`src/hw/rtl/sorted_table_bound_search_top_defines.svh`:
```
// ----------------------------------------------------------------------------
// Assertion macros for the sorted table bound search
// Concurrent assertion wrappers; they compile to nothing in synthesis.
// ----------------------------------------------------------------------------
`ifndef SORTED_TABLE_BOUND_SEARCH_TOP_DEFINES_SVH
`define SORTED_TABLE_BOUND_SEARCH_TOP_DEFINES_SVH

`ifndef SYNTHESIS
`define STBS_ASSERT_NEVER(lbl, clk, rst_n, cond, msg) \
    lbl: assert property (@(posedge clk) disable iff (!rst_n) !(cond)) else $error(msg);
`define STBS_ASSERT_IMPLIES(lbl, clk, rst_n, ante, cons, msg) \
    lbl: assert property (@(posedge clk) disable iff (!rst_n) (ante) |-> (cons)) \
        else $error(msg);
`define STBS_ASSERT_NEXT(lbl, clk, rst_n, ante, cons, msg) \
    lbl: assert property (@(posedge clk) disable iff (!rst_n) (ante) |=> (cons)) \
        else $error(msg);
`else
`define STBS_ASSERT_NEVER(lbl, clk, rst_n, cond, msg)
`define STBS_ASSERT_IMPLIES(lbl, clk, rst_n, ante, cons, msg)
`define STBS_ASSERT_NEXT(lbl, clk, rst_n, ante, cons, msg)
`endif

`endif

```
`src/hw/rtl/stbs_pkg.sv`:
```
// ----------------------------------------------------------------------------
// Sorted table bound search package
// Shared widths, codes and controller/datapath interface types.
// ----------------------------------------------------------------------------
package stbs_pkg;

    localparam int STBS_TABLE_DEPTH = 256;
    localparam int STBS_VALUE_WIDTH = 32;

    localparam int COUNT_W = 9;    // entry_count and result indexes
    localparam int INDEX_W = 8;    // load index
    localparam int KEY_W   = 32;   // value field on the stream

    localparam int IN_TDATA_W  = ((INDEX_W + KEY_W + 7) / 8) * 8;
    localparam int OUT_TDATA_W = ((1 + 2 * COUNT_W + 7) / 8) * 8;

    localparam logic CMD_LOAD  = 1'b0;
    localparam logic CMD_QUERY = 1'b1;

    // search lanes, visited round robin
    localparam logic [1:0] LANE_EXACT = 2'd0;
    localparam logic [1:0] LANE_LOWER = 2'd1;
    localparam logic [1:0] LANE_UPPER = 2'd2;

    typedef struct packed {
        logic load_we;   // write one table entry
        logic start;     // capture key, open all three search windows
        logic step;      // issue one probe slot
        logic publish;   // move the bounds into the output register
    } t_stbs_cmd;

    typedef struct packed {
        logic busy;      // a lane is still open or a probe is in flight
        logic out_free;  // output register can take a result this cycle
    } t_stbs_status;

endpackage

```
`src/hw/rtl/stbs_ctrl.sv`:
```
// ----------------------------------------------------------------------------
// Sorted table bound search controller
// Accepts stream items and sequences query searches and result hand-off.
// ----------------------------------------------------------------------------
module stbs_ctrl (
    input  logic                  i_clk,
    input  logic                  i_rst_n,
    input  logic                  i_s_axis_tvalid,
    input  logic                  i_query,
    output logic                  o_s_axis_tready,
    input  stbs_pkg::t_stbs_status i_status,
    output stbs_pkg::t_stbs_cmd   o_cmd
);
    import stbs_pkg::*;

    typedef enum logic [1:0] {
        S_IDLE,
        S_SEARCH,
        S_HOLD
    } t_state;

    t_state r_state;
    t_state n_state;
    logic   accept;
    logic   finish;

    always_comb begin
        o_s_axis_tready = (r_state == S_IDLE);
        accept          = o_s_axis_tready && i_s_axis_tvalid;
        finish          = (r_state != S_IDLE) && !i_status.busy;

        o_cmd.load_we = accept && (i_query == CMD_LOAD);
        o_cmd.start   = accept && (i_query == CMD_QUERY);
        o_cmd.step    = (r_state == S_SEARCH);
        o_cmd.publish = finish && i_status.out_free;

        n_state = r_state;
        case (r_state)
            S_IDLE: begin
                if (o_cmd.start) begin
                    n_state = S_SEARCH;
                end
            end
            S_SEARCH: begin
                if (finish) begin
                    n_state = i_status.out_free ? S_IDLE : S_HOLD;
                end
            end
            S_HOLD: begin
                if (i_status.out_free) begin
                    n_state = S_IDLE;
                end
            end
            default: begin
                n_state = S_IDLE;
            end
        endcase
    end

    always_ff @(posedge i_clk) begin
        if (!i_rst_n) begin
            r_state <= S_IDLE;
        end else begin
            r_state <= n_state;
        end
    end

endmodule

```
`config.mk`:
```
export PLATFORM = sky130hd
export DESIGN_NAME = stbs_ctrl
export DESIGN_NICKNAME = d
export VERILOG_FILES = /design/src/hw/rtl/sorted_table_bound_search_top_defines.svh /design/src/hw/rtl/stbs_pkg.sv /design/src/hw/rtl/stbs_ctrl.sv
export SDC_FILE = /design/constraint.sdc
export NUM_CORES = 1
export LEC_CHECK = 0
export BUFFER_PORTS_ARGS = -buffer_cell sky130_fd_sc_hd__buf_4
export CAP_MARGIN = 20
export CORE_AREA = 2 2 39 41
export CTS_CLUSTER_DIAMETER = 120
export CTS_CLUSTER_SIZE = 28
export DETAILED_ROUTE_END_ITERATION = 16
export DIE_AREA = 0 0 41 43
export GPL_TIMING_DRIVEN = 0
export PLACE_DENSITY = 0.38
export SETUP_SLACK_MARGIN = 0.15
export SYNTH_ARGS = -nofsm -noshare
export SYNTH_HDL_FRONTEND = slang
export SYNTH_SLANG_ARGS = --single-unit
```
`constraint.sdc`:
```
create_clock -name i_clk -period 1 [get_ports i_clk]
set_input_delay 0.05 -clock i_clk [delete_from_list [all_inputs] [get_ports i_clk]]
set_output_delay 0.05 -clock i_clk [all_outputs]
set_load 0.01 [all_outputs]
```
==> flow_summary.ini, run 1 <==
[run_status]
status = finished, violations left
violations = setup timing

[route]
drt-pass1-iter-count = 2
drc = 0
routedWlPerCell_um = 12.4
ant_nets = 0
wl_um = 569
via_count = 178
drt-initial-drc-count = 2
vias_per_cell = 3.87

[yosys]
yosysUniqueCellTypes = 12
avgSynthCellArea_um2 = 8.34
ys.warnings.count = 0
synth_cells = 15
synth_nets = 21
netlist_area_um2 = 125
yosysSeqAreaShare = 0.320
ys_ff_latch = 2

[worst_setup_path]
setup.worst_path.class = reg -> out
cp-start-kind = register
arrival_ns = 1.00
slowest_stage = dfxtp_4
path_max_fanout = 3
endpoint_kind = output port
critical_path_required_ns = 0.95
crit_path_cell_trace = nor4b_4 > buf_4
crit_path_max_incr_delay_ns = 0.35

[cts]
clkSinkCount = 2
clk_latency_ns = 0.22
cts_root_buf = clkbuf_4
path_clk_slew_ns = 0.03
cts_buffer_depth = 2
ctsHoldBuffers = 0
numCtsBuffers = 3
h-tree-depth = 1
cts_tree = yes

[power_and_ir_drop]
p_leak_nw = 0.129
ir_drop_mv = 0.452
p_per_area_mw_per_mm2 = 1120

[final_layout]
layout-drive-gt1-share = 0.833
regArea_um2 = 47.5
num-nets-final = 38
multiInputGateArea_um2 = 131
area_growth_pct = 152
n_antenna_cell = 0
finish.instance_area_um2 = 315
fillerInstances = 152
reg_top3 = r_state (2)
regMostFlops = r_state
largest_reg_flops = 2

[floorplan]
die-width_um = 41
core_area_mm2 = 0.00138
start_util = 0.0904
num_rows = 14
ios = 11
fp.dieH_um = 43
die_area_mm2 = 0.00176

[global_route]
grt_overflow = 0
grt_max_degree = 8
grt_pass1_vias = 193
antenna_found_initial = 0
grt_usage = 0.0802
grt_pass1_wl_um = 862

[placed_design]
dp_hpwl_um = 374
place.gp.congestion = 0.570
io_buffers = 10
placed_cell_area_um2 = 221
dp_slack_ns = 0.0704

[timing]
tightest_slew_ns = 0.202
finalClockSkew_ns = 0.00335
finalHoldViolCount = 0
max_freq_ghz = 0.955
worst_slack_ns = -0.0471
relSlewSlack = 0.864
period_minus_slack_ns = 1.05
rsz0062_at_grt = yes
setup_viol = 5
drv_slew = 0
fin_crit_sh = 1.05
whs_ns = 0.0866

[worst_hold_path]
hold_path.class = in -> reg

[flow_run]
maxCapViolCount = 0
==> cells in the final DEF, fill, tap and decap left out, drive strengths merged <==
| cell type | count |
|---|---|
| and3 | 1 |
| nand2b | 3 |
| nor2 | 1 |
| nor3b | 1 |
| a21oi | 2 |
| clkbuf | 3 |
| buf | 12 |
| dfxtp | 2 |
| nor2b | 1 |
| nand3b | 1 |
| or3b | 1 |
| nor4b | 1 |
| nand2 | 1 |
==> final cells by class <==
type / instances / share of cell area
flip-flops and latches: 2 / 0.151
well taps: 16 / 0.0635
repair buffers: 12 / 0.298
clock buffers: 3 / 0.0714
multi-input cells: 13 / 0.417
==> cells by family after synthesis <==
logic type,Yosys count,synth area share
AND/OR/NAND/NOR,11,0.570
flip-flops,2,0.320
AO/OA/AOI/OAI,2,0.110
==> routing by layer <==
layer,track usage,vias up,routed length [um]
li1,-,85,-
met1,0.0927,78,213
met2,0.0875,13,248
met3,0.0576,2,87
met4,0.0800,0,20
met5,0,-,0
==> critical path, delay by kind of cell, from the launching register on <==
| kind | cells | cell delay (ns) |
|---|---|---|
| buf+inv | 1 | 0.16 |
| flops | 1 | 0.35 |
| simple gates | 1 | 0.26 |
==> synth_stat cells <==
master / n / area (um^2)
nand2_1: 1 / 3.75
and3_1: 1 / 6.26
dfxtp_1: 2 / 40.0
nor2_1: 1 / 3.75
nand2b_1: 3 / 18.8
a21oi_2: 1 / 8.76
nor2b_1: 1 / 6.26
nor4b_1: 1 / 8.76
nor3b_1: 1 / 7.51
nand3b_1: 1 / 7.51
a21oi_1: 1 / 5.00
or3b_1: 1 / 8.76
==> path summary, 6_finish.rpt <==
path | startpoint | end | slack [ns] | cells past startpoint
setup / recovery | r_state[1]$_SDFFE_PN0P_ | o_cmd[3] | -0.05 | 2
hold reg to reg | r_state[0]$_SDFFE_PN0P_ | r_state[0]$_SDFFE_PN0P_ | 0.55 | 2
setup reg to reg | r_state[1]$_SDFFE_PN0P_ | r_state[1]$_SDFFE_PN0P_ | -0.04 | 3
hold / removal | i_rst_n | r_state[0]$_SDFFE_PN0P_ | 0.09 | 3
==> through the flow <==
step | setup TNS (ns) | utilization | cells | power (mW)
2_1_floorplan | 0 | - | 15 | 0.112
3_3_place_gp | 0 | 0.160 | 41 | 0.151
3_5_place_dp | 0 | 0.160 | 41 | 0.152
4_1_cts | -0.203 | 0.218 | 46 | 0.356
5_1_grt | -0.482 | 0.228 | 46 | 0.393
6_report | -0.153 | 0.228 | 46 | 0.354
==> power by group <==
group / internal (mW) / switching, mW
combinational: 0.0529 / 0.0344
sequential: 0.0805 / 0.00706
clock: 0.132 / 0.0466
==> repair_timing <==
action | CTS | global route
buffers inserted | 2 | 0
resized for setup | 10 | 3
endpoints found under the setup margin | 6 | 7
pin swaps | 2 | 1
No activity file was read; power rests on OpenSTA's default activity.
==> run 2, diff against run 1 <==
--- a/config.mk
+++ b/config.mk
@@ -13,7 +13,7 @@
 export DETAILED_ROUTE_END_ITERATION = 16
 export DIE_AREA = 0 0 41 43
 export GPL_TIMING_DRIVEN = 0
-export PLACE_DENSITY = 0.38
+export HOLD_SLACK_MARGIN = 0.02
 export SETUP_SLACK_MARGIN = 0.15
 export SYNTH_ARGS = -nofsm -noshare
 export SYNTH_HDL_FRONTEND = slang
==> run 2 against run 1 <==
Worst setup slack better by 0.015 ns. Sequential power up 0.5%. Largest power group unchanged. Cell area down 15%. Sequential share of layout area up 1.7 points. Core utilization down 3.3 points. The flow still finishes with violations (setup timing). Maximum frequency up 1.4%. Largest cell class unchanged.
==> flow_summary.ini, run 2 (synthesized netlist as in run 1, its figures left out) <==
[floorplan]
start_util = 0.0904
ios = 11
num_rows = 14
core_area_mm2 = 0.00138
fp.dieH_um = 43
die_area_mm2 = 0.00176
die-width_um = 41

[final_layout]
finish.instance_area_um2 = 269
layout_commonest_cell = buf_4
reg_top3 = r_state (2)
num-nets-final = 37
n_antenna_cell = 0
fillerInstances = 166
layout-drive-gt1-share = 0.655
regMostFlops = r_state
largest_reg_flops = 2
area_growth_pct = 115
final_cell_mix = buf_4, nand2b_1, clkbuf_4
stdcell_count = 45

[global_route]
grt_usage = 0.0591
grt_pass1_vias = 160
grt_overflow = 0
antenna_found_initial = 0
grt_max_degree = 7
grt_pass1_wl_um = 579

[route]
via_count = 158
drt-pass1-iter-count = 1
wl_um = 377
drc = 0
ant_nets = 0
routedWlPerCell_um = 8.38
vias_per_cell = 3.51
drt-initial-drc-count = 0

[timing]
tightest_slew_ns = 0.200
finalClockSkew_ns = 0.00236
fin_setup_tns_ns = -0.0845
worst_slack_ns = -0.0322
whs_ns = 0.0824
rsz0062_at_grt = yes
finalHoldViolCount = 0
period_minus_slack_ns = 1.03
drv_slew = 0
fin_crit_sh = 1.03
setup_viol = 4
max_freq_ghz = 0.969
relSlewSlack = 0.867

[cts]
clkSinkCount = 2
path_clk_slew_ns = 0.03
numCtsBuffers = 3
cts_buffer_depth = 2
cts_tree = yes
h-tree-depth = 1
clk_latency_ns = 0.22
cts_root_buf = clkbuf_4

[worst_setup_path]
crit_path_max_incr_delay_ns = 0.34
crit_path_cell_trace = nor4b_2 > buf_4
startpoint = r_state[1]$_SDFFE_PN0P_
endpoint_kind = output port
path_delay_family = flip-flops
setup.worst_path.class = reg -> out
cp-start-kind = register
reg2reg_from = r_state[0]$_SDFFE_PN0P_
worst-path-stages = 2
path_buf_inv = 1
critical_path_required_ns = 0.95
arrival_ns = 0.98
slowest_stage = dfxtp_2
path_max_fanout = 6
r2r_cells = 3

[placed_design]
place_inst = 41
place.gp.congestion = 0.449
io_buffers = 10
placed_cell_area_um2 = 221

[power_and_ir_drop]
p_leak_nw = 0.116
p_per_area_mw_per_mm2 = 1230
ir_drop_mv = 0.184

[worst_hold_path]
hp-start = i_status[0]
hold_path.class = in -> reg
worstHoldPathCells = 3

[run_status]
status = finished, violations left
violations = setup timing

[flow_run]
maxCapViolCount = 0
[run 2: worst min-delay path, stage by stage]
cell      delay [ns]
buf_4           0.08
nand2b_1        0.10
a21oi_2         0.03
[run 2: where the power goes]
| part | switching (mW) | total [mW] | internal [mW] |
|---|---|---|---|
| clock network | 0.0447 | 0.177 | 0.132 |
| logic | 0.0248 | 0.0671 | 0.0423 |
| registers | 0.00522 | 0.0879 | 0.0827 |
| total | 0.0748 | 0.332 | 0.257 |
[run 2: path summary, 6_finish.rpt]
check	endpoint	slack, ns
setup / recovery	o_cmd[3]	-0.03
hold / removal	r_state[1]$_SDFFE_PN0P_	0.08
setup reg to reg	r_state[1]$_SDFFE_PN0P_	-0.01
hold reg to reg	r_state[1]$_SDFFE_PN0P_	0.54
[run 2: layout make-up]
type / instances / area [um^2] / area share
flip-flops and latches: 2 / 45.0 / 0.167
multi-input cells: 13 / 98.8 / 0.367
clock buffers: 3 / 22.5 / 0.0837
repair buffers: 11 / 82.6 / 0.307
well taps: 16 / 20.0 / 0.0744
[run 2: stage by stage]
| stage | setup slack [ns] | util | power [mW] |
|---|---|---|---|
| final | -0.0322 | 0.194 | 0.332 |
| after detailed placement | 0.102 | 0.160 | 0.149 |
| after floorplan | 0.140 | - | 0.112 |
| after global routing | -0.0779 | 0.194 | 0.358 |
| after global placement | 0.104 | 0.160 | 0.149 |
| after CTS | -0.0564 | 0.191 | 0.347 |
[run 2: what timing repair did]
item,4_1_cts,5_1_grt
endpoints found under the setup margin,6,6
resized for setup,4,1
pin swaps,1,0
hold buffers,0,0
cloned,0,0
setup buffers,1,0
[run 2: routing by layer]
layer  vias to the layer above  wire, um  track usage
li1                         83         -            -
met1                        67       121       0.0447
met2                         8       198       0.0844
met3                         0        57       0.0314
met4                         0         0       0.0800
met5                         -         0            0
